**config.mk**
```make
export PLATFORM = sky130hd
export DESIGN_NAME = psd_sqrt
export DESIGN_NICKNAME = d
export VERILOG_FILES = /design/src/hw/rtl/assert_macros.svh /design/src/hw/rtl/psd_pkg.sv /design/src/hw/rtl/psd_sqrt.sv
export SDC_FILE = /design/constraint.sdc
export NUM_CORES = 2
export LEC_CHECK = 0
export ABC_AREA = 0
export ABC_CLOCK_PERIOD_IN_PS = 4800
export BUFFER_PORTS_ARGS = -buffer_cell sky130_fd_sc_hd__buf_2
export CORE_MARGIN = 2
export CORE_UTILIZATION = 25
export CTS_CLUSTER_SIZE = 16
export DETAILED_ROUTE_END_ITERATION = 16
export PLACE_DENSITY = 0.47
export REMOVE_ABC_BUFFERS = 1
export SLEW_MARGIN = 40
export SYNTH_ARGS = -nofsm -noshare
export SYNTH_HDL_FRONTEND = slang
export SYNTH_SLANG_ARGS = --single-unit
```
**constraint.sdc**
```tcl
create_clock -name clock -period 4.8 [get_ports clock]
set_clock_uncertainty 0.15 [all_clocks]
set_input_delay 0.48 -clock clock [delete_from_list [all_inputs] [get_ports clock]]
set_output_delay 0.48 -clock clock [all_outputs]
set_load 0.02 [all_outputs]
```
**src/hw/rtl/assert_macros.svh**
```systemverilog
// Assertion macros shared by the point-to-segment distance RTL.
// No dependencies; included by files that carry concurrent checks.
`ifndef ASSERT_MACROS_SVH
`define ASSERT_MACROS_SVH

// Clocked check with synchronous reset masking.
`define PSD_ASSERT(lbl, clk, rst, prop, msg) \
   lbl: assert property (@(posedge clk) disable iff (rst) prop) else $error(msg);

// Check that is also evaluated while reset is high.
`define PSD_ASSERT_ALWAYS(lbl, clk, prop, msg) \
   lbl: assert property (@(posedge clk) prop) else $error(msg);

`endif

```
**src/hw/rtl/psd_pkg.sv**
```systemverilog
// Shared types and constants for the point-to-segment distance pipeline.
// No dependencies; used by every module of the block by scoped name.
package psd_pkg;

   localparam int T_FRAC     = 16;   // fraction bits of the projection parameter
   localparam int T_BITS     = 17;   // one integer bit so that 1.0 is exact
   localparam int GUARD_BITS = 26;   // guarded error component width
   localparam int HALF_BITS  = 13;   // half of a guarded component for squaring
   localparam int SQ_BITS    = 54;   // radicand width, padded to an even count
   localparam int ROOT_BITS  = 27;   // square root width
   localparam int DIST_BITS  = 18;
   localparam logic [DIST_BITS-1:0] DIST_MAX = '1;
   localparam logic [DIST_BITS-1:0] NEAR_RESET = 18'd320;

   typedef enum logic [1:0] {
      TSEL_ZERO = 2'd0,
      TSEL_ONE  = 2'd1,
      TSEL_DIV  = 2'd2
   } tsel_type;

endpackage

```
**src/hw/rtl/psd_sqrt.sv**
```systemverilog
// Pipelined integer square root, one result bit per register stage.
// Depends on psd_pkg.
module psd_sqrt (
   input  logic                           clock,
   input  logic                           reset,
   input  logic                           en,
   input  logic                           in_valid,
   input  logic [psd_pkg::SQ_BITS-1:0]    radicand,
   input  logic                           sat,
   input  logic                           degen,
   output logic                           out_valid,
   output logic [psd_pkg::ROOT_BITS-1:0]  root,
   output logic                           out_sat,
   output logic                           out_degen
);

   localparam int RB = psd_pkg::ROOT_BITS;
   localparam int SB = psd_pkg::SQ_BITS;
   localparam int RW = RB + 1;

   logic          valid_ff [RB];
   logic [RW-1:0] rem_ff   [RB];
   logic [RB-1:0] root_ff  [RB];
   logic [SB-1:0] s_ff     [RB];
   logic          sat_ff   [RB];
   logic          degen_ff [RB];

   for (genvar k = 0; k < RB; k++) begin : g_stage
      logic          v_src, sat_src, dg_src;
      logic [RW-1:0] r_src, rem_in;
      logic [RB-1:0] root_src, root_in;
      logic [SB-1:0] s_src;
      logic [RW+1:0] cur, trial;
      logic          ge;

      if (k == 0) begin : g_first
         assign v_src    = in_valid;
         assign r_src    = '0;
         assign root_src = '0;
         assign s_src    = radicand;
         assign sat_src  = sat;
         assign dg_src   = degen;
      end else begin : g_next
         assign v_src    = valid_ff[k-1];
         assign r_src    = rem_ff[k-1];
         assign root_src = root_ff[k-1];
         assign s_src    = s_ff[k-1];
         assign sat_src  = sat_ff[k-1];
         assign dg_src   = degen_ff[k-1];
      end

      always_comb begin
         cur     = {r_src, s_src[SB-1:SB-2]};
         trial   = {1'b0, root_src, 2'b01};
         ge      = (cur >= trial);
         rem_in  = ge ? RW'(cur - trial) : RW'(cur);
         root_in = {root_src[RB-2:0], ge};
      end

      always_ff @(posedge clock) begin
         if (reset) begin
            valid_ff[k] <= 1'b0;
         end else if (en) begin
            valid_ff[k] <= v_src;
         end
         if (en) begin
            rem_ff[k]   <= rem_in;
            root_ff[k]  <= root_in;
            s_ff[k]     <= {s_src[SB-3:0], 2'b00};
            sat_ff[k]   <= sat_src;
            degen_ff[k] <= dg_src;
         end
      end
   end

   assign out_valid = valid_ff[RB-1];
   assign root      = root_ff[RB-1];
   assign out_sat   = sat_ff[RB-1];
   assign out_degen = degen_ff[RB-1];

endmodule

```
* Yosys cells after proc, flatten, opt, wreduce, memory -nomap -nowiden *
Memories as Yosys holds them, arrays and structs flattened.
Cells that the tools add are included.

word-level totals
  register bits = 0
  output and inout port bits = 30
  word-level logic and storage cells = 147
  bits in writable memories = 2970
  latch bits = 0
  memories = 6
  memory bits (read-only) = 0

memory list
  name      depth  bits a word  read ports  clocked after memory_dff  wr ports  line            source
  s_ff      27     52           26          0                         27        psd_sqrt.sv:24  logic [SB-1:0] s_ff [RB];
  rem_ff    27     28           26          0                         27        psd_sqrt.sv:22  logic [RW-1:0] rem_ff [RB];
  root_ff   27     27           27          0                         27        psd_sqrt.sv:23  logic [RB-1:0] root_ff [RB];
  degen_ff  27     1            27          0                         27        psd_sqrt.sv:26  logic degen_ff [RB];
  sat_ff    27     1            27          0                         27        psd_sqrt.sv:25  logic sat_ff [RB];
  valid_ff  27     1            27          0                         27        psd_sqrt.sv:21  logic valid_ff [RB];

operators by class
  $mul = 0
  div/mod/pow operators = 0
  bitwise logic cells = 27
  equality and inequality tests = 0
  add/subtract/negate cells = 27
  reduce and logical (&&, ||, !) cells = 0
  shift-type cells = 0
  multiplexer cells = 60
  magnitude comparators = 27

operator list
  kind                   number
  $ge A30 B29 Y1         26
  $mux W28               27
  $sub A28 B28 Y28       26
  $mux W1                33
  $or A1 B1 Y1           27
  $sub A2 B1 Y3 const B  1
  $ge A2 B1 Y1 const B   1

* Longest topological paths before layout *
  word-level depth = 4
  depth in mapped cells = 15

* Worst setup path after synthesis *
No wires, ideal clock.

  kind = reg2reg
  start = mem rem_ff[24][0] in the netlist's numbering
  end = mem rem_ff[25][11] in the netlist's numbering (data pin)
  arrival = 2982 ps
  path buffers = 1
  required time = 4390 ps
  setup slack = 1408 ps
  cell stages (with the launch flop) = 12
  cell sequence = edfxtp_1 -> ha_1 -> nor2b_1 -> o31ai_1 -> a21oi_1 -> or4_1 -> a31oi_1 -> nor2_1 -> a21oi_2 -> o31ai_2 -> clkbuf_1 -> mux2_2

RTL lines
  what             line
  start, declared  psd_sqrt.sv:22

==> results.yml <==
synthesis:
  synth.avg_cell_area_um2: 13.3
  synth-edff-count: 1851
  ys.flop_type: "edfxtp_1"
  synthCells: 6336
  syn_area_um2: 84000
  ys_ff_latch: 1851
  ys_seq_area_share_pct: 66.2
  ys_types: 91
  ys_warn_count: 0
  async_reset_ff_share_pct: 0
cts:
  root_buffer: "clkbuf_16"
  htreeDepth: 4
  postCtsSetupBuffers: 0
  insertion_delay_ns: 0.94
  cts_resized: 0
  hold_buffers: 64
  clock-sinks: 1851
  clock_path_buffers: 4
  path_clk_slew_ns: 0.05
  cts_made_buffers: 217
  cts_tree: "yes"
floorplan:
  dieArea_um2: 341000
  fp.dieW_um: 584
  ioPinCount: 90
  die_h_um: 584
  num_rows: 212
  start_util_pct: 25.1
  core_area_um2: 334000
timing:
  tns_ns: 0
  period_minus_slack_ns: 4.01
  finalHoldViolCount: 0
  tightestPinTransition_ns: 0.846
  setup_viol: 0
  whs_ns: 0.101
  slew_violations: 0
  slew_headroom_pct: 43.1
  fmax_mhz: 250
  rsz0062_at_grt: "no"
  period_share_pct: 83.5
detailed_routing:
  dr_total_vias: 48800
  dr.pass1.iters: 6
  ant_nets: 0
  wl_per_cell_um: 15.3
  avgViaCountPerCell: 4.34
  first_iter_violations: 2918
  drc: 0
  routed_wl_um: 172000
worst_setup_path:
  endpoint_kind: "register"
  worstPathArrival_ns: 4.52
  cp_max_fo: 53
  critPathKind: "reg2reg"
  cp_data_required_time_ns: 5.31
  critPathLaunchType: "register"
outcome:
  status: "completed"
finish:
  fillerInstances: 33300
  area_delta_synth_final_pct: 16.5
  finalNonFillerCells: 11200
  nets: 7135
  drive_gt1_share_pct: 8.41
  diodes: 0
  final_cell_mix: "edfxtp_1, inv_1, nand2_1"
  mostFrequentLayoutCell: "edfxtp_1"
power:
  switching_share_pct: 27.3
  power.density_nw_per_um2: 460
  comb_power_share_pct: 16.9
  clkPwrFrac_pct: 35.6
  seq_power_share_pct: 47.5
  irDropWorstVdd_mv: 0.320
  p_int_w: 0.0327
  power_switching_w: 0.0123
  p_leak_nw: 36.5
global_route:
  grt_first_pass_wirelength_um: 273000
  grt_antenna_before_repair: 1
  grt_pass1_vias: 49400
  grt_overflow: 0
  grt_usage_pct: 9.91
  grt_max_degree: 148
placement:
  port_buffers: 89
  dp_hpwl_um: 120000
  placedCellCount: 10800
  gp_congestion: 0.898
run:
  drv_cap: 0
worst_hold_path:
  min_path_type: "in2reg"
-- registers in the layout (all words and copies together), names as in the netlist --
name / cells
degen_ff: 27
rem_ff: 690
root_ff: 378
s_ff: 702
sat_ff: 27
valid_ff: 27
-- cell usage after synthesis (12+ instances only) --
| cell type | count | area, µm² |
|---|---|---|
| o31ai_1 | 48 | 360 |
| o21bai_1 | 41 | 308 |
| mux2_2 | 40 | 450 |
| nor2b_1 | 49 | 307 |
| inv_1 | 524 | 1970 |
| nor4_1 | 92 | 576 |
| a21o_1 | 139 | 1040 |
| nor3b_1 | 12 | 90.1 |
| xor2_1 | 298 | 2610 |
| nor2_1 | 365 | 1370 |
| nor3_1 | 163 | 816 |
| o21ai_0 | 352 | 1760 |
| and2_1 | 49 | 307 |
| nand3b_1 | 17 | 128 |
| and3_1 | 28 | 175 |
| xnor2_1 | 241 | 2110 |
| ha_1 | 407 | 5090 |
| nand3_1 | 93 | 465 |
| nand2b_1 | 78 | 488 |
| o21a_1 | 75 | 563 |
| a21boi_0 | 21 | 158 |
| a31oi_1 | 30 | 188 |
| or4_1 | 26 | 195 |
| nand4_1 | 50 | 313 |
| a211oi_1 | 22 | 165 |
| or3_1 | 58 | 363 |
| edfxtp_1 | 1851 | 55600 |
| a21oi_1 | 346 | 1730 |
| clkbuf_1 | 88 | 330 |
| nand2_1 | 471 | 1770 |
| o211ai_1 | 17 | 128 |
| or2_2 | 35 | 219 |
-- final cells by class --
type	instances	area [µm²]	share of cell area (%)
flip-flops and latches	1851	55600	56.8
multi-input cells	3858	26100	26.7
clock buffers	261	5620	5.74
well taps	4387	5490	5.61
inverters	526	1970	2.02
repair buffers	214	1790	1.83
clock inverters	131	1230	1.25
-- power by group through the flow --
stage	combinational, W	sequential, W	clock [W]
CTS	0.00761	0.0214	0.0168
finish	0.00763	0.0214	0.0160
detailed placement	0.00753	0.0217	0
global placement	0.00737	0.0218	0
floorplan	0.00556	0.0213	0
global route	0.00859	0.0216	0.0174
-- path summary, 6_finish.rpt --
kind / slack [ns] / depth (start not counted) / from / end
max: 0.79 / 12 / rem_ff[23][0]$_DFFE_PP_ / rem_ff[24][25]$_DFFE_PP_
min: 0.10 / 2 / radicand[38] / s_ff[0][38]$_DFFE_PP_
max reg2reg: 0.79 / 12 / rem_ff[23][0]$_DFFE_PP_ / rem_ff[24][25]$_DFFE_PP_
min reg2reg: 0.20 / 0 / sat_ff[2][7]$_DFFE_PP_ / sat_ff[3][0]$_DFFE_PP_
-- metal layers --
layer | part of all wire, % | GRT usage [%]
met5 | 0 | 0
met4 | 4.9 | 4.82
met3 | 4.6 | 1.71
met2 | 45 | 16.1
met1 | 45 | 12.8
-- critical path, stage by stage (launching register included) --
cell	delay [ns]
edfxtp_1	0.39
ha_1	0.37
nor2b_1	0.16
o31ai_1	0.36
a21oi_1	0.18
a21oi_1	0.32
a22oi_1	0.20
a221oi_1	0.47
o21ai_1	0.25
a21oi_4	0.19
buf_4	0.41
nor2b_1	0.09
a221oi_1	0.29
-- logic make-up after synthesis --
family	count (synthesis)	synth area share (%)
AO/OA/AOI/OAI	1215	8.95
AND/OR/NAND/NOR	1647	9.72
buffers and inverters	627	2.82
multiplexers	49	0.644
flip-flops	1851	66.2
other	1	0.00447
adder cells (fa/ha/maj)	407	6.06
XOR/XNOR	539	5.62
-- metrics by stage --
| stage | total power, W | setup WS [ns] | area (µm²) | utilization, % |
|---|---|---|---|---|
| 3_5_place_dp | 0.0293 | 0.745 | 90200 | 27.0 |
| 3_3_place_gp | 0.0291 | 0.746 | 90200 | 27.0 |
| 4_1_cts | 0.0458 | 0.695 | 97700 | 29.3 |
| 6_report | 0.0450 | 0.794 | 97800 | 29.3 |
| 5_1_grt | 0.0476 | 0.524 | 97800 | 29.3 |
| 2_1_floorplan | 0.0268 | 0.0469 | 83600 | - |
Note: power is estimated with default switching activity, not from simulation.
