### src/hw/rtl/assert_macros.svh
// Assertion macros shared by the point-to-segment distance RTL.
// No dependencies; included by files that carry concurrent checks.
`ifndef ASSERT_MACROS_SVH
`define ASSERT_MACROS_SVH

// Clocked check with synchronous reset masking.
`define PSD_ASSERT(lbl, clk, rst, prop, msg) \
   lbl: assert property (@(posedge clk) disable iff (rst) prop) else $error(msg);

// Check that is also evaluated while reset is high.
`define PSD_ASSERT_ALWAYS(lbl, clk, prop, msg) \
   lbl: assert property (@(posedge clk) prop) else $error(msg);

`endif

### src/hw/rtl/psd_pkg.sv
// Shared types and constants for the point-to-segment distance pipeline.
// No dependencies; used by every module of the block by scoped name.
package psd_pkg;

   localparam int T_FRAC     = 16;   // fraction bits of the projection parameter
   localparam int T_BITS     = 17;   // one integer bit so that 1.0 is exact
   localparam int GUARD_BITS = 26;   // guarded error component width
   localparam int HALF_BITS  = 13;   // half of a guarded component for squaring
   localparam int SQ_BITS    = 54;   // radicand width, padded to an even count
   localparam int ROOT_BITS  = 27;   // square root width
   localparam int DIST_BITS  = 18;
   localparam logic [DIST_BITS-1:0] DIST_MAX = '1;
   localparam logic [DIST_BITS-1:0] NEAR_RESET = 18'd320;

   typedef enum logic [1:0] {
      TSEL_ZERO = 2'd0,
      TSEL_ONE  = 2'd1,
      TSEL_DIV  = 2'd2
   } tsel_type;

endpackage

### src/hw/rtl/psd_err.sv
// Error vector, magnitude guard and sum of squares feeding the square root.
// Depends on psd_pkg.
module psd_err #(
   parameter int CB = 13,
   parameter int FB = 4
) (
   input  logic                          clock,
   input  logic                          reset,
   input  logic                          en,
   input  logic                          in_valid,
   input  logic [psd_pkg::T_FRAC-1:0]    quot,
   input  psd_pkg::tsel_type             tsel,
   input  logic [4*(CB+1):0]             side,
   output logic                          out_valid,
   output logic [psd_pkg::SQ_BITS-1:0]   sumsq,
   output logic                          sat,
   output logic                          degen
);

   localparam int DW = CB + 1;
   localparam int EW = DW + 18;
   localparam int GB = psd_pkg::GUARD_BITS;
   localparam int HB = psd_pkg::HALF_BITS;
   localparam int SB = psd_pkg::SQ_BITS;

   logic signed [DW-1:0] px, py, dx, dy;
   logic [psd_pkg::T_BITS-1:0] t;
   logic signed [EW-1:0] tdx_in, tdy_in, tdx_ff, tdy_ff;
   logic signed [DW-1:0] pxa_ff, pya_ff;
   logic signed [EW-1:0] errx, erry;
   logic [EW-1:0]        magx, magy, gx, gy;
   logic [GB-1:0]        gx_ff, gy_ff;
   logic [2*HB-1:0]      xhh_ff, xhl_ff, xll_ff, yhh_ff, yhl_ff, yll_ff;
   logic [SB-1:0]        sum_in, sum_ff;
   logic                 va_ff, vb_ff, vc_ff, vd_ff;
   logic                 da_ff, db_ff, dc_ff, dd_ff;
   logic                 sat_in, sb_ff, sc_ff, sd_ff;

   always_comb begin
      px = side[4*DW-1:3*DW];
      py = side[3*DW-1:2*DW];
      dx = side[2*DW-1:DW];
      dy = side[DW-1:0];
      case (tsel)
         psd_pkg::TSEL_ONE: t = psd_pkg::T_BITS'(1) << psd_pkg::T_FRAC;
         psd_pkg::TSEL_DIV: t = {1'b0, quot};
         default:           t = '0;
      endcase
      tdx_in = $signed({1'b0, t}) * dx;
      tdy_in = $signed({1'b0, t}) * dy;
   end

   // Magnitude of each error component, trimmed to the output fraction
   // plus eight guard bits, with an overflow flag for huge distances.
   always_comb begin
      errx   = (EW'(pxa_ff) <<< psd_pkg::T_FRAC) - tdx_ff;
      erry   = (EW'(pya_ff) <<< psd_pkg::T_FRAC) - tdy_ff;
      magx   = errx[EW-1] ? EW'(-errx) : EW'(errx);
      magy   = erry[EW-1] ? EW'(-erry) : EW'(erry);
      gx     = magx >> (8 - FB);
      gy     = magy >> (8 - FB);
      sat_in = (|gx[EW-1:GB]) || (|gy[EW-1:GB]);
   end

   always_comb begin
      sum_in = ((SB'(xhh_ff) + SB'(yhh_ff)) << (2 * HB))
             + ((SB'(xhl_ff) + SB'(yhl_ff)) << (HB + 1))
             + SB'(xll_ff) + SB'(yll_ff);
   end

   always_ff @(posedge clock) begin
      if (reset) begin
         va_ff <= 1'b0;
         vb_ff <= 1'b0;
         vc_ff <= 1'b0;
         vd_ff <= 1'b0;
      end else if (en) begin
         va_ff <= in_valid;
         vb_ff <= va_ff;
         vc_ff <= vb_ff;
         vd_ff <= vc_ff;
      end
      if (en) begin
         tdx_ff <= tdx_in;
         tdy_ff <= tdy_in;
         pxa_ff <= px;
         pya_ff <= py;
         da_ff  <= side[4*DW];
         gx_ff  <= gx[GB-1:0];
         gy_ff  <= gy[GB-1:0];
         sb_ff  <= sat_in;
         db_ff  <= da_ff;
         xhh_ff <= gx_ff[GB-1:HB] * gx_ff[GB-1:HB];
         xhl_ff <= gx_ff[GB-1:HB] * gx_ff[HB-1:0];
         xll_ff <= gx_ff[HB-1:0] * gx_ff[HB-1:0];
         yhh_ff <= gy_ff[GB-1:HB] * gy_ff[GB-1:HB];
         yhl_ff <= gy_ff[GB-1:HB] * gy_ff[HB-1:0];
         yll_ff <= gy_ff[HB-1:0] * gy_ff[HB-1:0];
         sc_ff  <= sb_ff;
         dc_ff  <= db_ff;
         sum_ff <= sum_in;
         sd_ff  <= sc_ff;
         dd_ff  <= dc_ff;
      end
   end

   assign out_valid = vd_ff;
   assign sumsq     = sum_ff;
   assign sat       = sd_ff;
   assign degen     = dd_ff;

endmodule

### config.mk
export PLATFORM = sky130hd
export DESIGN_NAME = psd_err
export DESIGN_NICKNAME = d
export VERILOG_FILES = /design/src/hw/rtl/assert_macros.svh /design/src/hw/rtl/psd_pkg.sv /design/src/hw/rtl/psd_err.sv
export SDC_FILE = /design/constraint.sdc
export NUM_CORES = 2
export LEC_CHECK = 0
export BUFFER_PORTS_ARGS = -buffer_cell sky130_fd_sc_hd__buf_2
export CAP_MARGIN = 15
export CORE_AREA = 4 4 332 334
export DETAILED_ROUTE_END_ITERATION = 12
export DIE_AREA = 0 0 336 338
export PLACE_DENSITY = 0.89
export SETUP_SLACK_MARGIN = 0.02
export SLEW_MARGIN = 20
export SYNTH_ARGS = -nofsm -noshare
export SYNTH_HDL_FRONTEND = slang
export SYNTH_SLANG_ARGS = --single-unit
export TNS_END_PERCENT = 100
### constraint.sdc
create_clock -name clock -period 11.1 [get_ports clock]
set_clock_uncertainty 0.1 [all_clocks]
set_input_delay 1.11 -clock clock [delete_from_list [all_inputs] [get_ports clock]]
set_output_delay 1.11 -clock clock [all_outputs]
set_load 0.02 [all_outputs]
# Word-level counts from Yosys, hierarchy flattened

Cells that the tools add are included.

Bits in registers: 365
Latch bits: 0
Memory bits (writable): 0
Memory bits (read-only): 0
Input bits: 79
Output and inout port bits: 57
Memories kept: 0

$add $sub $neg: 9
Multipliers: 8
Div/mod/pow operators: 0
$lt $le $gt $ge: 0
Eq/ne operators: 2
Shift operators: 0
Multiplexer cells: 3
Bitwise gates (word level): 0
Reductions and logical operators: 3

Operators with widths:

| kind                                          | count |
|---|---|
| multiplier 13 x 13 -> 26 bit                  | 6 |
| adder 54 x 26 -> 54 bit                       | 2 |
| multiplier 18 x 14 -> 32 bit                  | 2 |
| 2-to-1 mux 32 bit                             | 2 |
| negation 32 bit                               | 2 |
| subtractor 30 x 32 -> 32 bit                  | 2 |
| adder 26 x 26 -> 27 bit                       | 2 |
| adder 53 x 41 -> 54 bit                       | 1 |
| case mux 17 bit (2 select lines)              | 1 |
| OR reduction 2 bit                            | 2 |
| == test 2 x 1 -> 1 bit, second input constant | 1 |
| == test 2 bit, second input constant          | 1 |
| logical OR 1 bit                              | 1 |

# Longest topological paths before layout

Word-level depth: 5
Mapped depth: 32
Mapped depth without buffers: 29

# Least setup slack after synthesis

No wires, ideal clock.

Kind: input to register
Start point: input port tsel[0]
End point: register tdx_ff[31] (data pin)
Library setup time: 0.261 ns
Arrival: 8.019 ns
Required time: 10.739 ns
Slack: 2.719 ns
Stages on the path: 30
Path buffers: 3
Path through: inv_1 -> ha_1 -> nor2b_1 -> clkbuf_1 -> clkbuf_1 -> and2_1 -> clkbuf_1 -> nand2_1 -> fa_1 -> inv_1 -> fa_1 -> fa_1 -> fa_1 -> fa_1 -> inv_1 -> fa_1 -> inv_1 -> ha_1 -> a21o_1 -> a21o_1 -> a21oi_1 -> o21a_1 -> nor4bb_1 -> nor3_1 -> a2111o_1 -> a21o_1 -> a21o_1 -> a21oi_1 -> o21ai_0 -> xnor2_1

Cells in the longest elaborated chain, start to end: 3

Ends and longest elaborated chain:

| element                                                        | line          | text |
|---|---|---|
| start, declared                                                | psd_err.sv:12 | `input psd_pkg::tsel_type tsel,` |
| == test 2 bit / == test 2 x 1 -> 1 bit (equally long branches) | psd_err.sv:44 | `case (tsel)` |
| case mux 17 bit (2 select lines) (*)                           | psd_err.sv:44 |  |
| multiplier 18 x 14 -> 32 bit (*)                               | psd_err.sv:49 | `tdx_in = $signed({1'b0, t}) * dx;` |
| via tdx_in[31]                                                 | psd_err.sv:28 | `logic signed [EW-1:0] tdx_in, tdy_in, tdx_ff, tdy_ff;` |
| end signal, assigned                                           | psd_err.sv:84 | `tdx_ff <= tdx_in;` |
| end, declared                                                  | psd_err.sv:28 |  |

Mark *: on every way through the listed nets, which the timed path passes. The rest lies on a longest branch.
A chain may end at the register's enable or synchronous reset.

# Worst setup path in the final report

Ends and elaborated chain as after synthesis.

==> results.md <==
- CP Data Required Time: between 10 and 15 ns
- Final #Nets: ~8600
- Reg-to-reg slack, setup: 3.58 ns
- Critical Setup Path Class: input pin to register
- First-pass GRT wire length: 252000 um
- IO Port Bufs: ~140
- Clock sinks: 361
- Crit path buffers/inverters: 7
- EDFF count, synth: 357
- Num CTS Buffers: 42
- Seq cells post-synth: ~360
- Hold Fails Final Rpt: 0
- GRT Total Usage: 0.275
- # IOs: 136
- Worst path max stage delay: 0.78 ns
- Final Cycle Share: 0.794
- Latest clock arrival within the worst-skew pair: 0.60 ns
- Crit end category: register
- Clk buf depth: 3
- Area of the die: 114000 um2
- H-tree levels: 2
- Post-synthesis sequential area ratio: 0.169
- YS warnings: 0
- Critical path's top delay family: adder cells
- Largest net degree at the start of global routing: between 150 and 200
- Core area: 107000 um2
- RSZ-0062 raised after global routing: no
- Post-Route WL: 152000 um
- # Post-CTS Setup Buffers: 0
- Number of global-route vias before repair: 51981
- Post-Syn Instances: between 6000 and 7000
- Via count: around 47000
- CTS tree: built
- DR vias/cell: around 5.8
- Fmax: 113 MHz
- Critical path arrival: 9.04 ns
- Total congestion overflow: 0
- WL/cell: about 19 um
- Most frequent CP cell: fa_1
- Worst rel slew slack: 0.237
- Final RePlAce weighted congestion: 0.954
- Cts repair resizes: 0
- Die Height: ~340 um
- Worst-path fanout max: 78
- Critical path's slowest cell: nor2b_4
- DRC: 0
- DRT antenna net count: 0
- Synth unique cells: 96
- Hold crit path type: register to register
- Slew Limit Fails: 0
- FP Rows: 120
- Area Growth Syn to Fin: 5.31%
- Die W: 336 um
- Status: finished, final reports clean
- Starting density of the core: 0.599
- Syn Area/Cell: 9.60 um2
- Layout cells sized above 1: 0.0477
- Initial antenna violation count: 5
- Synth Flop Type: edfxtp_1
- Post-synthesis instance area: roughly 64000 um2
- HPWL Detailed: roughly 120000 um
- Fraction of registers with async set/reset: 0
- Drt pass-1 iters: 6
- Slew @ Worst Pin: 1.14 ns
- Startpoint types: input pin
- MaxCap Viol Count: 0
- Worst-path clk slew: 0.06 ns
- Hold_buf cts: 0
- CTS root buffer: clkbuf_16
- Setup TNS: 0 ns
- Min Tclk post-route: 8.81 ns
- # setup viols final: 0
- Number of DRC violations after detailed-routing iteration 0: 3453
- Post-synth net total: 8551
## worst register-to-register path, cell delays in order, from the launching register on
cell and delay, ns:
edfxtp_1 0.48, ha_1 0.34, a21o_1 0.17, a21oi_1 0.21
nor2b_1 0.08, o21a_1 0.20, o41ai_1 0.71, nor2b_1 0.11
o21ai_0 0.34, a21oi_1 0.17, o21a_1 0.19, nor2_1 0.13
xnor2_1 0.18, ha_1 0.28, ha_1 0.41, and3_1 0.27
nand2_1 0.10, a2111oi_0 0.83, o211ai_1 0.26, a211oi_1 0.36
o211a_1 0.23, o41ai_2 0.20, a2111oi_0 0.51, a211oi_1 0.13
xnor2_1 0.33
## layout make-up
class / instances / area, um2
multi-input combinational: 4751 / 47400
fill: 8074 / 39400
sequential: 361 / 10800
inverter: 1332 / 5000
tap: 1403 / 1760
timing repair buffer: 191 / 1160
clock buffer: 49 / 1100
clock inverter: 27 / 262
antenna: 2 / 5.00
## placed cells by master (no fill, tap or decap), types with 7 or more instances in the layout
cell type  synthesis  routed
a21oi_1          216     216
a31oi_1           25      25
o21a_1            37      37
o41ai_1            9       9
inv_1           1330    1330
nor4_1             9       9
clkbuf_16          0      43
buf_4              0      50
buf_2              3     134
xnor2_1          277     277
a21boi_0           9       9
or3_1             22      22
or4_1              8       8
xor2_1           110     109
mux2i_1            7       7
clkinv_2           0       8
o31ai_1           14      14
and3_1           271     271
and2_1           349     349
nor2b_1           67      66
o21bai_1          34      34
nand3_1           61      61
nand2_1          654     654
nand4_1           11      11
ha_1             796     796
a2111oi_0          7       7
nand2b_1          40      40
a211oi_1          23      23
or2_2             17      17
a21o_1            88      88
o211ai_1          13      13
nor3_1            88      88
o21ai_0          117     117
nor2_1           239     239
edfxtp_1         357     357
clkinv_1           2       7
fa_1            1000    1000
a41oi_1            9       9
## worst paths after layout
check	startpoint	to	cells after the start
setup / recovery	tsel[0]	tdx_ff[31]	29
hold / removal	sb_ff	sc_ff	0
setup reg to reg	xhl_ff[1]	sumsq[48]	24
hold reg to reg	sb_ff	sc_ff	0
## cells in the mapped netlist (6+ instances only)
master     number  area share
nor3_1         88      0.0069
o41ai_1         9      0.0012
a21o_1         88       0.010
o21ai_0       117      0.0091
o21bai_1       34      0.0040
mux2i_1         7      0.0011
nand3_1        61      0.0048
a21oi_1       216       0.017
a31oi_1        25      0.0024
edfxtp_1      357        0.17
or2_2          17      0.0017
or4_1           8     0.00094
a2111oi_0       7     0.00096
a31o_2          6     0.00082
o21a_1         37      0.0043
xor2_1        110       0.015
clkbuf_1      221       0.013
fa_1         1000        0.31
o211ai_1       13      0.0015
a41oi_1         9      0.0012
ha_1          796        0.16
o31ai_1        14      0.0016
buf_1           6     0.00035
nor4_1          9     0.00088
a21boi_0        9      0.0011
nand2b_1       40      0.0039
or3_1          22      0.0021
inv_1        1330       0.078
and3_1        271       0.026
and2_1        349       0.034
xnor2_1       277       0.038
nand2_1       654       0.038
nor2_1        239       0.014
a221oi_1        6     0.00082
a211oi_1       23      0.0027
nor2b_1        67      0.0065
nand4_1        11      0.0011
## registers in the layout, indices dropped and copies added (netlist names), 26 cells and up
register	cells
gx_ff	26
gy_ff	26
sumsq	54
tdx_ff	32
tdy_ff	32
xhl_ff	26
yhl_ff	26
## logic make-up after synthesis
family / synth area share
and+or+nand+nor: 0.149
adders and majority gates: 0.468
buffers and inverters: 0.0919
AOI/OAI and AO/OA: 0.0674
xor gates and xnor gates: 0.0529
DFF: 0.169
muxes: 0.00197
other: 0.0000585
## through the flow
step / utilization / cells / worst slack [ns] / cell area [um2] / hold WS [ns]
global route: 0.631 / 8115 / 1.74 / 67500 / 0.323
detailed placement: 0.618 / 8033 / 1.74 / 66000 / 0.308
global placement: 0.618 / 8033 / 1.98 / 66000 / 0.305
CTS: 0.630 / 8109 / 2.35 / 67400 / 0.322
finish: 0.631 / 8116 / 2.29 / 67500 / 0.320
floorplan: - / 6676 / 2.72 / 64100 / 0.300
## layer usage
layer / wire length, um / GRT usage / vias to the layer above / share of wire
met5: 0 / 0 / - / 0
met4: 8410 / 0.140 / 0 / 0.055
met3: 11400 / 0.0418 / 579 / 0.075
met2: 76800 / 0.493 / 2068 / 0.50
met1: 55700 / 0.321 / 23465 / 0.37
li1: - / - / 21278 / -
Power is left out: the tool's default activity adds up to more than one toggle a clock period on the data nets, which glitch-free logic cannot reach.
