File: config.mk
export PLATFORM = sky130hd
export DESIGN_NAME = psd_front
export DESIGN_NICKNAME = d
export VERILOG_FILES = /design/src/hw/rtl/assert_macros.svh /design/src/hw/rtl/psd_pkg.sv /design/src/hw/rtl/psd_front.sv
export SDC_FILE = /design/constraint.sdc
export NUM_CORES = 2
export LEC_CHECK = 0
export ABC_CLOCK_PERIOD_IN_PS = 9450
export BUFFER_PORTS_ARGS = -buffer_cell sky130_fd_sc_hd__buf_2
export CAP_MARGIN = 20
export CORE_ASPECT_RATIO = 1.1
export CORE_MARGIN = 10
export CORE_UTILIZATION = 50
export DETAILED_ROUTE_END_ITERATION = 10
export PLACE_DENSITY = 0.76
export RECOVER_POWER = 50
export SYNTH_ARGS = -nofsm -noshare
export SYNTH_HDL_FRONTEND = slang
export SYNTH_SLANG_ARGS = --single-unit
export TNS_END_PERCENT = 1
File: constraint.sdc
create_clock -name clock -period 9.45 [get_ports clock]
set_clock_uncertainty 0.1 [all_clocks]
set_input_delay 1.89 -clock clock [delete_from_list [all_inputs] [get_ports clock]]
set_output_delay 1.89 -clock clock [all_outputs]
set_load 0.1 [all_outputs]
File: src/hw/rtl/assert_macros.svh
// Assertion macros shared by the point-to-segment distance RTL.
// No dependencies; included by files that carry concurrent checks.
`ifndef ASSERT_MACROS_SVH
`define ASSERT_MACROS_SVH

// Clocked check with synchronous reset masking.
`define PSD_ASSERT(lbl, clk, rst, prop, msg) \
   lbl: assert property (@(posedge clk) disable iff (rst) prop) else $error(msg);

// Check that is also evaluated while reset is high.
`define PSD_ASSERT_ALWAYS(lbl, clk, prop, msg) \
   lbl: assert property (@(posedge clk) prop) else $error(msg);

`endif

File: src/hw/rtl/psd_pkg.sv
// Shared types and constants for the point-to-segment distance pipeline.
// No dependencies; used by every module of the block by scoped name.
package psd_pkg;

   localparam int T_FRAC     = 16;   // fraction bits of the projection parameter
   localparam int T_BITS     = 17;   // one integer bit so that 1.0 is exact
   localparam int GUARD_BITS = 26;   // guarded error component width
   localparam int HALF_BITS  = 13;   // half of a guarded component for squaring
   localparam int SQ_BITS    = 54;   // radicand width, padded to an even count
   localparam int ROOT_BITS  = 27;   // square root width
   localparam int DIST_BITS  = 18;
   localparam logic [DIST_BITS-1:0] DIST_MAX = '1;
   localparam logic [DIST_BITS-1:0] NEAR_RESET = 18'd320;

   typedef enum logic [1:0] {
      TSEL_ZERO = 2'd0,
      TSEL_ONE  = 2'd1,
      TSEL_DIV  = 2'd2
   } tsel_type;

endpackage

File: src/hw/rtl/psd_front.sv
// Front end: coordinate differences, squared length and dot product, t selection.
// Depends on psd_pkg.
module psd_front #(
   parameter int CB = 13
) (
   input  logic                         clock,
   input  logic                         reset,
   input  logic                         en,
   input  logic                         in_valid,
   input  logic signed [CB-1:0]         qx,
   input  logic signed [CB-1:0]         qy,
   input  logic signed [CB-1:0]         sx,
   input  logic signed [CB-1:0]         sy,
   input  logic signed [CB-1:0]         ex,
   input  logic signed [CB-1:0]         ey,
   output logic                         out_valid,
   output logic [2*(CB+1)-1:0]          len2,
   output logic [2*(CB+1)-1:0]          rem,
   output psd_pkg::tsel_type            tsel,
   output logic [4*(CB+1):0]            side
);

   localparam int DW = CB + 1;
   localparam int PW = 2 * DW;

   logic                 v1_ff, v2_ff, v3_ff;
   logic signed [DW-1:0] dx1_ff, dy1_ff, px1_ff, py1_ff;
   logic signed [DW-1:0] dx2_ff, dy2_ff, px2_ff, py2_ff;
   logic signed [PW-1:0] xx_ff, yy_ff, xd_ff, yd_ff;
   logic signed [PW-1:0] xx_in, yy_in, xd_in, yd_in;
   logic [PW-1:0]        len_in, len_ff, rem_in, rem_ff;
   logic signed [PW:0]   dot;
   logic                 degen;
   psd_pkg::tsel_type    tsel_in, tsel_ff;
   logic [4*DW:0]        side_in, side_ff;

   always_comb begin
      xx_in = dx1_ff * dx1_ff;
      yy_in = dy1_ff * dy1_ff;
      xd_in = px1_ff * dx1_ff;
      yd_in = py1_ff * dy1_ff;
   end

   always_comb begin
      len_in = PW'(xx_ff) + PW'(yy_ff);
      dot    = (PW+1)'(xd_ff) + (PW+1)'(yd_ff);
      degen  = (len_in == '0);
      rem_in = '0;
      if (degen || dot <= 0) begin
         tsel_in = psd_pkg::TSEL_ZERO;
      end else if (dot >= $signed({1'b0, len_in})) begin
         tsel_in = psd_pkg::TSEL_ONE;
      end else begin
         tsel_in = psd_pkg::TSEL_DIV;
         rem_in  = dot[PW-1:0];
      end
      side_in = {degen, px2_ff, py2_ff, dx2_ff, dy2_ff};
   end

   always_ff @(posedge clock) begin
      if (reset) begin
         v1_ff <= 1'b0;
         v2_ff <= 1'b0;
         v3_ff <= 1'b0;
      end else if (en) begin
         v1_ff <= in_valid;
         v2_ff <= v1_ff;
         v3_ff <= v2_ff;
      end
      if (en) begin
         dx1_ff  <= DW'(ex) - DW'(sx);
         dy1_ff  <= DW'(ey) - DW'(sy);
         px1_ff  <= DW'(qx) - DW'(sx);
         py1_ff  <= DW'(qy) - DW'(sy);
         dx2_ff  <= dx1_ff;
         dy2_ff  <= dy1_ff;
         px2_ff  <= px1_ff;
         py2_ff  <= py1_ff;
         xx_ff   <= xx_in;
         yy_ff   <= yy_in;
         xd_ff   <= xd_in;
         yd_ff   <= yd_in;
         len_ff  <= len_in;
         rem_ff  <= rem_in;
         tsel_ff <= tsel_in;
         side_ff <= side_in;
      end
   end

   assign out_valid = v3_ff;
   assign len2      = len_ff;
   assign rem       = rem_ff;
   assign tsel      = tsel_ff;
   assign side      = side_ff;

endmodule

## After elaboration in Yosys (flattened, before gate mapping)

Cells that the tools add are included.

| operators by class | value |
|---|---|
| $lt $le $gt $ge | 2 |
| reduce and logical (&&, ||, !) cells | 3 |
| add/sub/neg operators | 6 |
| mux-type cells | 1 |
| multiply operators | 4 |

Operators with widths:

| operator | number |
|---|---|
| multiplier 14 x 14 -> 28 bit | 4 |
| subtractor 13 x 13 -> 14 bit | 4 |
| adder 28 x 28 -> 29 bit | 1 |
| greater-or-equal comparator 29 bit | 1 |
| less-or-equal comparator 29 x 1 -> 1 bit, second input constant | 1 |
| adder 28 bit | 1 |
| logical NOT 28 bit | 1 |
| two-way mux 2 bit | 1 |
| OR reduction 2 bit | 1 |
| logical OR 1 bit | 1 |

| word-level totals | value |
|---|---|
| output and inout port bits | 116 |
| input port bits | 82 |
| logic and storage cells | 35 |
| register bits after elaboration | 342 |

## Depth between registers and ports, before layout

| depth | value |
|---|---|
| word-level depth | 4 |
| depth in mapped cells | 27 |
| gate-level depth less buffers | 25 |

## Least setup slack after synthesis

Ideal clock, no wire load.

| timing | value |
|---|---|
| path kind | register -> register |
| start point | register dx1_ff[5] |
| end point | register xx_ff[23] (data pin) |
| library setup time | 0.265 ns |
| arrival | 6.181 ns |
| clock period less this slack | 6.546 ns |
| path buffers | 2 |
| required time | 9.085 ns |
| slack | 2.904 ns |
| stages on the path, launching flop included | 26 |
| path through | edfxtp_1 -> clkbuf_1 -> clkbuf_1 -> nand2_1 -> fa_1 -> inv_1 -> fa_1 -> inv_1 -> fa_1 -> fa_1 -> inv_1 -> fa_1 -> inv_1 -> fa_1 -> inv_1 -> ha_1 -> a21oi_1 -> inv_1 -> a221o_1 -> a41oi_1 -> a21oi_1 -> a211oi_1 -> nor2_1 -> a21oi_1 -> o21ai_0 -> xor2_1 |

| between the ends | value |
|---|---|
| cells in the longest elaborated chain, start to end | 1 |

RTL lines:

| what | RTL line | source |
|---|---|---|
| start: declaration | psd_front.sv:27 | `logic signed [DW-1:0] dx1_ff, dy1_ff, px1_ff, py1_ff;` |
| start signal: assignment | psd_front.sv:71 | `dx1_ff <= DW'(ex) - DW'(sx);` |
| multiplier 14 x 14 -> 28 bit | psd_front.sv:38 | `xx_in = dx1_ff * dx1_ff;` |
| via xx_in[23] | psd_front.sv:30 | `logic signed [PW-1:0] xx_in, yy_in, xd_in, yd_in;` |
| end signal: assignment | psd_front.sv:79 | `xx_ff <= xx_in;` |
| end: declaration | psd_front.sv:29 | `logic signed [PW-1:0] xx_ff, yy_ff, xd_ff, yd_ff;` |

The timed path passes the listed nets, and every way through them passes these cells.
A chain may end at the register's enable or synchronous reset.

## Final worst setup path

| timing | value |
|---|---|
| start point | register dy1_ff[2] |
| end point | register yy_ff[27] (data pin) |

| between the ends | value |
|---|---|
| cells in the longest elaborated chain, start to end | 1 |

RTL lines:

| what | RTL line | source |
|---|---|---|
| start: declaration | psd_front.sv:27 |  |
| start signal: assignment | psd_front.sv:72 | `dy1_ff <= DW'(ey) - DW'(sy);` |
| multiplier 14 x 14 -> 28 bit | psd_front.sv:39 | `yy_in = dy1_ff * dy1_ff;` |
| via yy_in[27] | psd_front.sv:30 |  |
| end signal: assignment | psd_front.sv:80 | `yy_ff <= yy_in;` |
| end: declaration | psd_front.sv:29 |  |

The timed path passes the listed nets, and every way through them passes these cells.

==> results.md <==
- The flow ran to the end, but the final reports show violations.
- The checks that failed: capacitance limit, slew limit.
- The congestion estimate from routability-driven global placement came to 0.887.
- The final worst-path cycle share is 86.1%.
- The net total in the final layout is 5752.
- Of the post-synthesis cell area, the part taken by muxes is 0.233%.
- Among all flip-flop cells after synthesis, the most frequent one is sky130_fd_sc_hd__edfxtp_1.
- For the worst-skew pair, the clock arrives at the later sink with an insertion delay of 0.58 ns.
- The distinct cell type count of the synthesized netlist is 81.
- The setup path with the least slack is of type reg2reg.
- Counting flops with an async set or reset pin after synthesis yields a share of 0%.
- Setup violations remaining at the end of the flow were counted as 0.
- The area share of the leading cell type in the synthesized netlist is 33.5%.
- The boundary pin count is 198.
- The measured slew at the worst slew-check pin is 4.72 ns.
- The cts-stage hold buffer count is 0.
- Max-cap violations in this run came to 18.
- The floorplan step set the die width to 304 um.
- The floorplan has 114 rows.
- The dominant combinational cell family by area after synthesis is adder cells.
- The first routing iteration left 1767 violations.
- The die is 333 um tall.
- Yosys printed 0 warnings.
- The xor/xnor cell area share of the yosys netlist is 4.07%.
- The synthesized netlist devotes 44.7% of its cell area to adder and majority cells.
- The number of antenna violations at the first check in global routing was 0.
- The startpoint class of the critical path is a flop.
- The minimum clock period is 8.14 ns.
- The number of sinks driven by the clock tree is 338.
- The critical path arrival is 8.35 ns.
- Across every metal layer, demand over resource in global routing totals 19.8%.
- The number of antenna diodes in the final layout is 0.
- Once the floorplan was initialized, standard cells occupied 50.5% of the core.
- The data required time of the critical path is 9.66 ns.
- During placement, the flow inserted port buffers numbering 197.
- The path type of the worst min-delay path is reg2reg.
- The cell count after synthesis is 4374.
- Setup total negative slack on the finished layout was measured at 0 ns.
- The first detailed-routing pass ran for 5 iterations.
- The number of global-route vias before repair is 32400.
- The nature of the critical path endpoint is a flop.
- By area the synthesized netlist is led by sky130_fd_sc_hd__fa_1, sky130_fd_sc_hd__edfxtp_1, sky130_fd_sc_hd__ha_1.
- The synthesized-area fraction occupied by ao, oa, aoi and oai cells is 6.64%.
- For this run, the top clock speed supported by timing is 123 MHz.
- The via count is 30200.
- The number of levels in the clock H-tree is 2.
- The register bit total from synthesis is 338.
- The post-CTS resize count is 0.
- Entering global routing, the biggest net connects 82 pins.
- Setup repair after global routing left no endpoint under its margin.
- The count of endpoints failing hold in the final timing report came to 0.
- In the layout the commonest cells are sky130_fd_sc_hd__inv_1, sky130_fd_sc_hd__fa_1, sky130_fd_sc_hd__ha_1.
- TritonCTS built the clock tree.
- Clock-pin slew was measured on the worst setup and hold paths at 0.06 ns.
- The number of buffers on the longest clock path is 3.
- The wire length of the first global-routing pass is 164000 um.
- The netlist area before placement is 44500 um^2.
- A synthesized cell averages 10.2 um^2.
- The detail route stage leaves a number of antenna-violating nets equal to 0.
- Dividing the detail-routed via count by the number of cells gives 5.28.
- CTS placed an instance of sky130_fd_sc_hd__clkbuf_16 at the clock tree root.
- Leaving out fill and tap cells, the most frequent cell in the layout is sky130_fd_sc_hd__inv_1.
- In this run the standard cell core region covers 88100 um^2.
- The net count after synthesis is 5599.
- The number of enable-type register cells in the synthesized netlist is 335.
- The detail-routed net length per standard cell is 17.3 um.
- The die covers 101000 um^2.
- The highest fanout seen on the critical path is 28.
- The largest total area in the synthesized netlist belongs to sky130_fd_sc_hd__fa_1.
- The HPWL after detailed placement is 78500 um.
- The simple-gate area share of the yosys netlist is 11.7%.
- Of the synthesized area, sequential elements account for 22.7%.
- The count of pins over their slew limit is 692.
- The fraction of layout instances using a drive strength above 1 is 6.39%.
- In the routed design, unresolved DRC markers number 0.
- The final routed wirelength across all metal layers is 99000 um.
- The number of buffers added by the clock tree synthesis step is 38.
- For this run the aggregate overflow at the end of global routing stands at 0.
- Measured against its own limit, the worst slew margin works out to -215%.
- The buffers inserted during post-CTS setup optimization is 0.
- The area growth from synthesis to layout is 7.80%.
-- routing by layer --
layer  routed length (um)  vias to the layer above  GRT usage, %  part of all wire [%]
li1                     -                    13900             -                     -
met1                39200                    15200          24.7                    40
met2                50800                      843          35.1                    51
met3                 5740                      179          2.60                   5.8
met4                 3330                        0          6.54                   3.4
met5                    0                        -             0                     0
-- cells by family after synthesis --
| logic type | after synthesis |
|---|---|
| flops | 338 |
| mux | 10 |
| compound gates | 449 |
| xor+xnor | 207 |
| fa+ha+maj | 1143 |
| buf+inv | 1169 |
| simple gates | 1058 |
-- final cells by class --
cell class / instances / area, um^2
well taps: 1160 / 1450
flip-flops and latches: 338 / 10100
inverters: 1052 / 3950
clock buffers: 46 / 1010
multi-input cells: 2867 / 30000
fillers: 7592 / 40200
repair buffers: 230 / 1130
clock inverters: 23 / 339
-- synthesized netlist by cell type, drive strengths merged (23+ instances only) --
cell / n
nand2: 348
and3: 25
o21ai: 101
nand2b: 36
nand3: 39
inv: 1050
xor2: 64
and2: 287
a21boi: 27
ha: 399
edfxtp: 335
nor2b: 23
clkbuf: 111
nor2: 185
a21o: 70
nor3: 54
xnor2: 143
fa: 744
a21oi: 121
-- final timing paths --
path / end / start / slack, ns / cells after the start
setup reg to reg: yy_ff[27] / dy1_ff[2] / 1.31 / 22
hold reg to reg: side[6] / dy2_ff[6] / 0.31 / 0
setup / recovery: yy_ff[27] / dy1_ff[2] / 1.31 / 22
hold / removal: side[6] / dy2_ff[6] / 0.31 / 0
-- through the flow --
| stage | setup slack (ns) | utilization, % | instance area [um^2] | hold slack [ns] | std cells |
|---|---|---|---|---|---|
| finish | 1.31 | 54.4 | 48000 | 0.310 | 5716 |
| global route | 0.931 | 54.4 | 48000 | 0.312 | 5716 |
| CTS | 2.17 | 54.6 | 48100 | 0.313 | 5716 |
| detailed placement | 2.17 | 53.0 | 46700 | 0.305 | 5647 |
| global placement | 2.34 | 53.0 | 46700 | 0.300 | 5647 |
| floorplan | 2.90 | - | 44500 | 0.300 | 4374 |
-- worst max-delay path, cell delays in order, from the launching register on --
cell	delay, ns
sky130_fd_sc_hd__edfxtp_1	0.32
sky130_fd_sc_hd__clkbuf_1	1.16
sky130_fd_sc_hd__inv_1	0.56
sky130_fd_sc_hd__nor2_1	0.37
sky130_fd_sc_hd__inv_1	0.10
sky130_fd_sc_hd__fa_1	0.55
sky130_fd_sc_hd__inv_1	0.05
sky130_fd_sc_hd__fa_1	0.49
sky130_fd_sc_hd__inv_1	0.05
sky130_fd_sc_hd__fa_1	0.49
sky130_fd_sc_hd__fa_1	0.43
sky130_fd_sc_hd__fa_1	0.51
sky130_fd_sc_hd__inv_1	0.06
sky130_fd_sc_hd__fa_1	0.45
sky130_fd_sc_hd__ha_1	0.33
sky130_fd_sc_hd__or2_2	0.33
sky130_fd_sc_hd__a21oi_1	0.18
sky130_fd_sc_hd__a311oi_1	0.11
sky130_fd_sc_hd__o311ai_0	0.41
sky130_fd_sc_hd__a21boi_0	0.25
sky130_fd_sc_hd__a211o_1	0.30
sky130_fd_sc_hd__a21oi_1	0.17
sky130_fd_sc_hd__xnor2_1	0.08
-- registers in the layout (all words and copies together) (netlist names), 26 cells and up --
| register | count |
|---|---|
| len2 | 28 |
| yy_ff | 26 |
| xd_ff | 28 |
| yd_ff | 28 |
| side | 57 |
| rem | 28 |
| xx_ff | 26 |
Power is not shown: default switching activity piles up to over one toggle a cycle in this logic, so the estimate is an artifact.
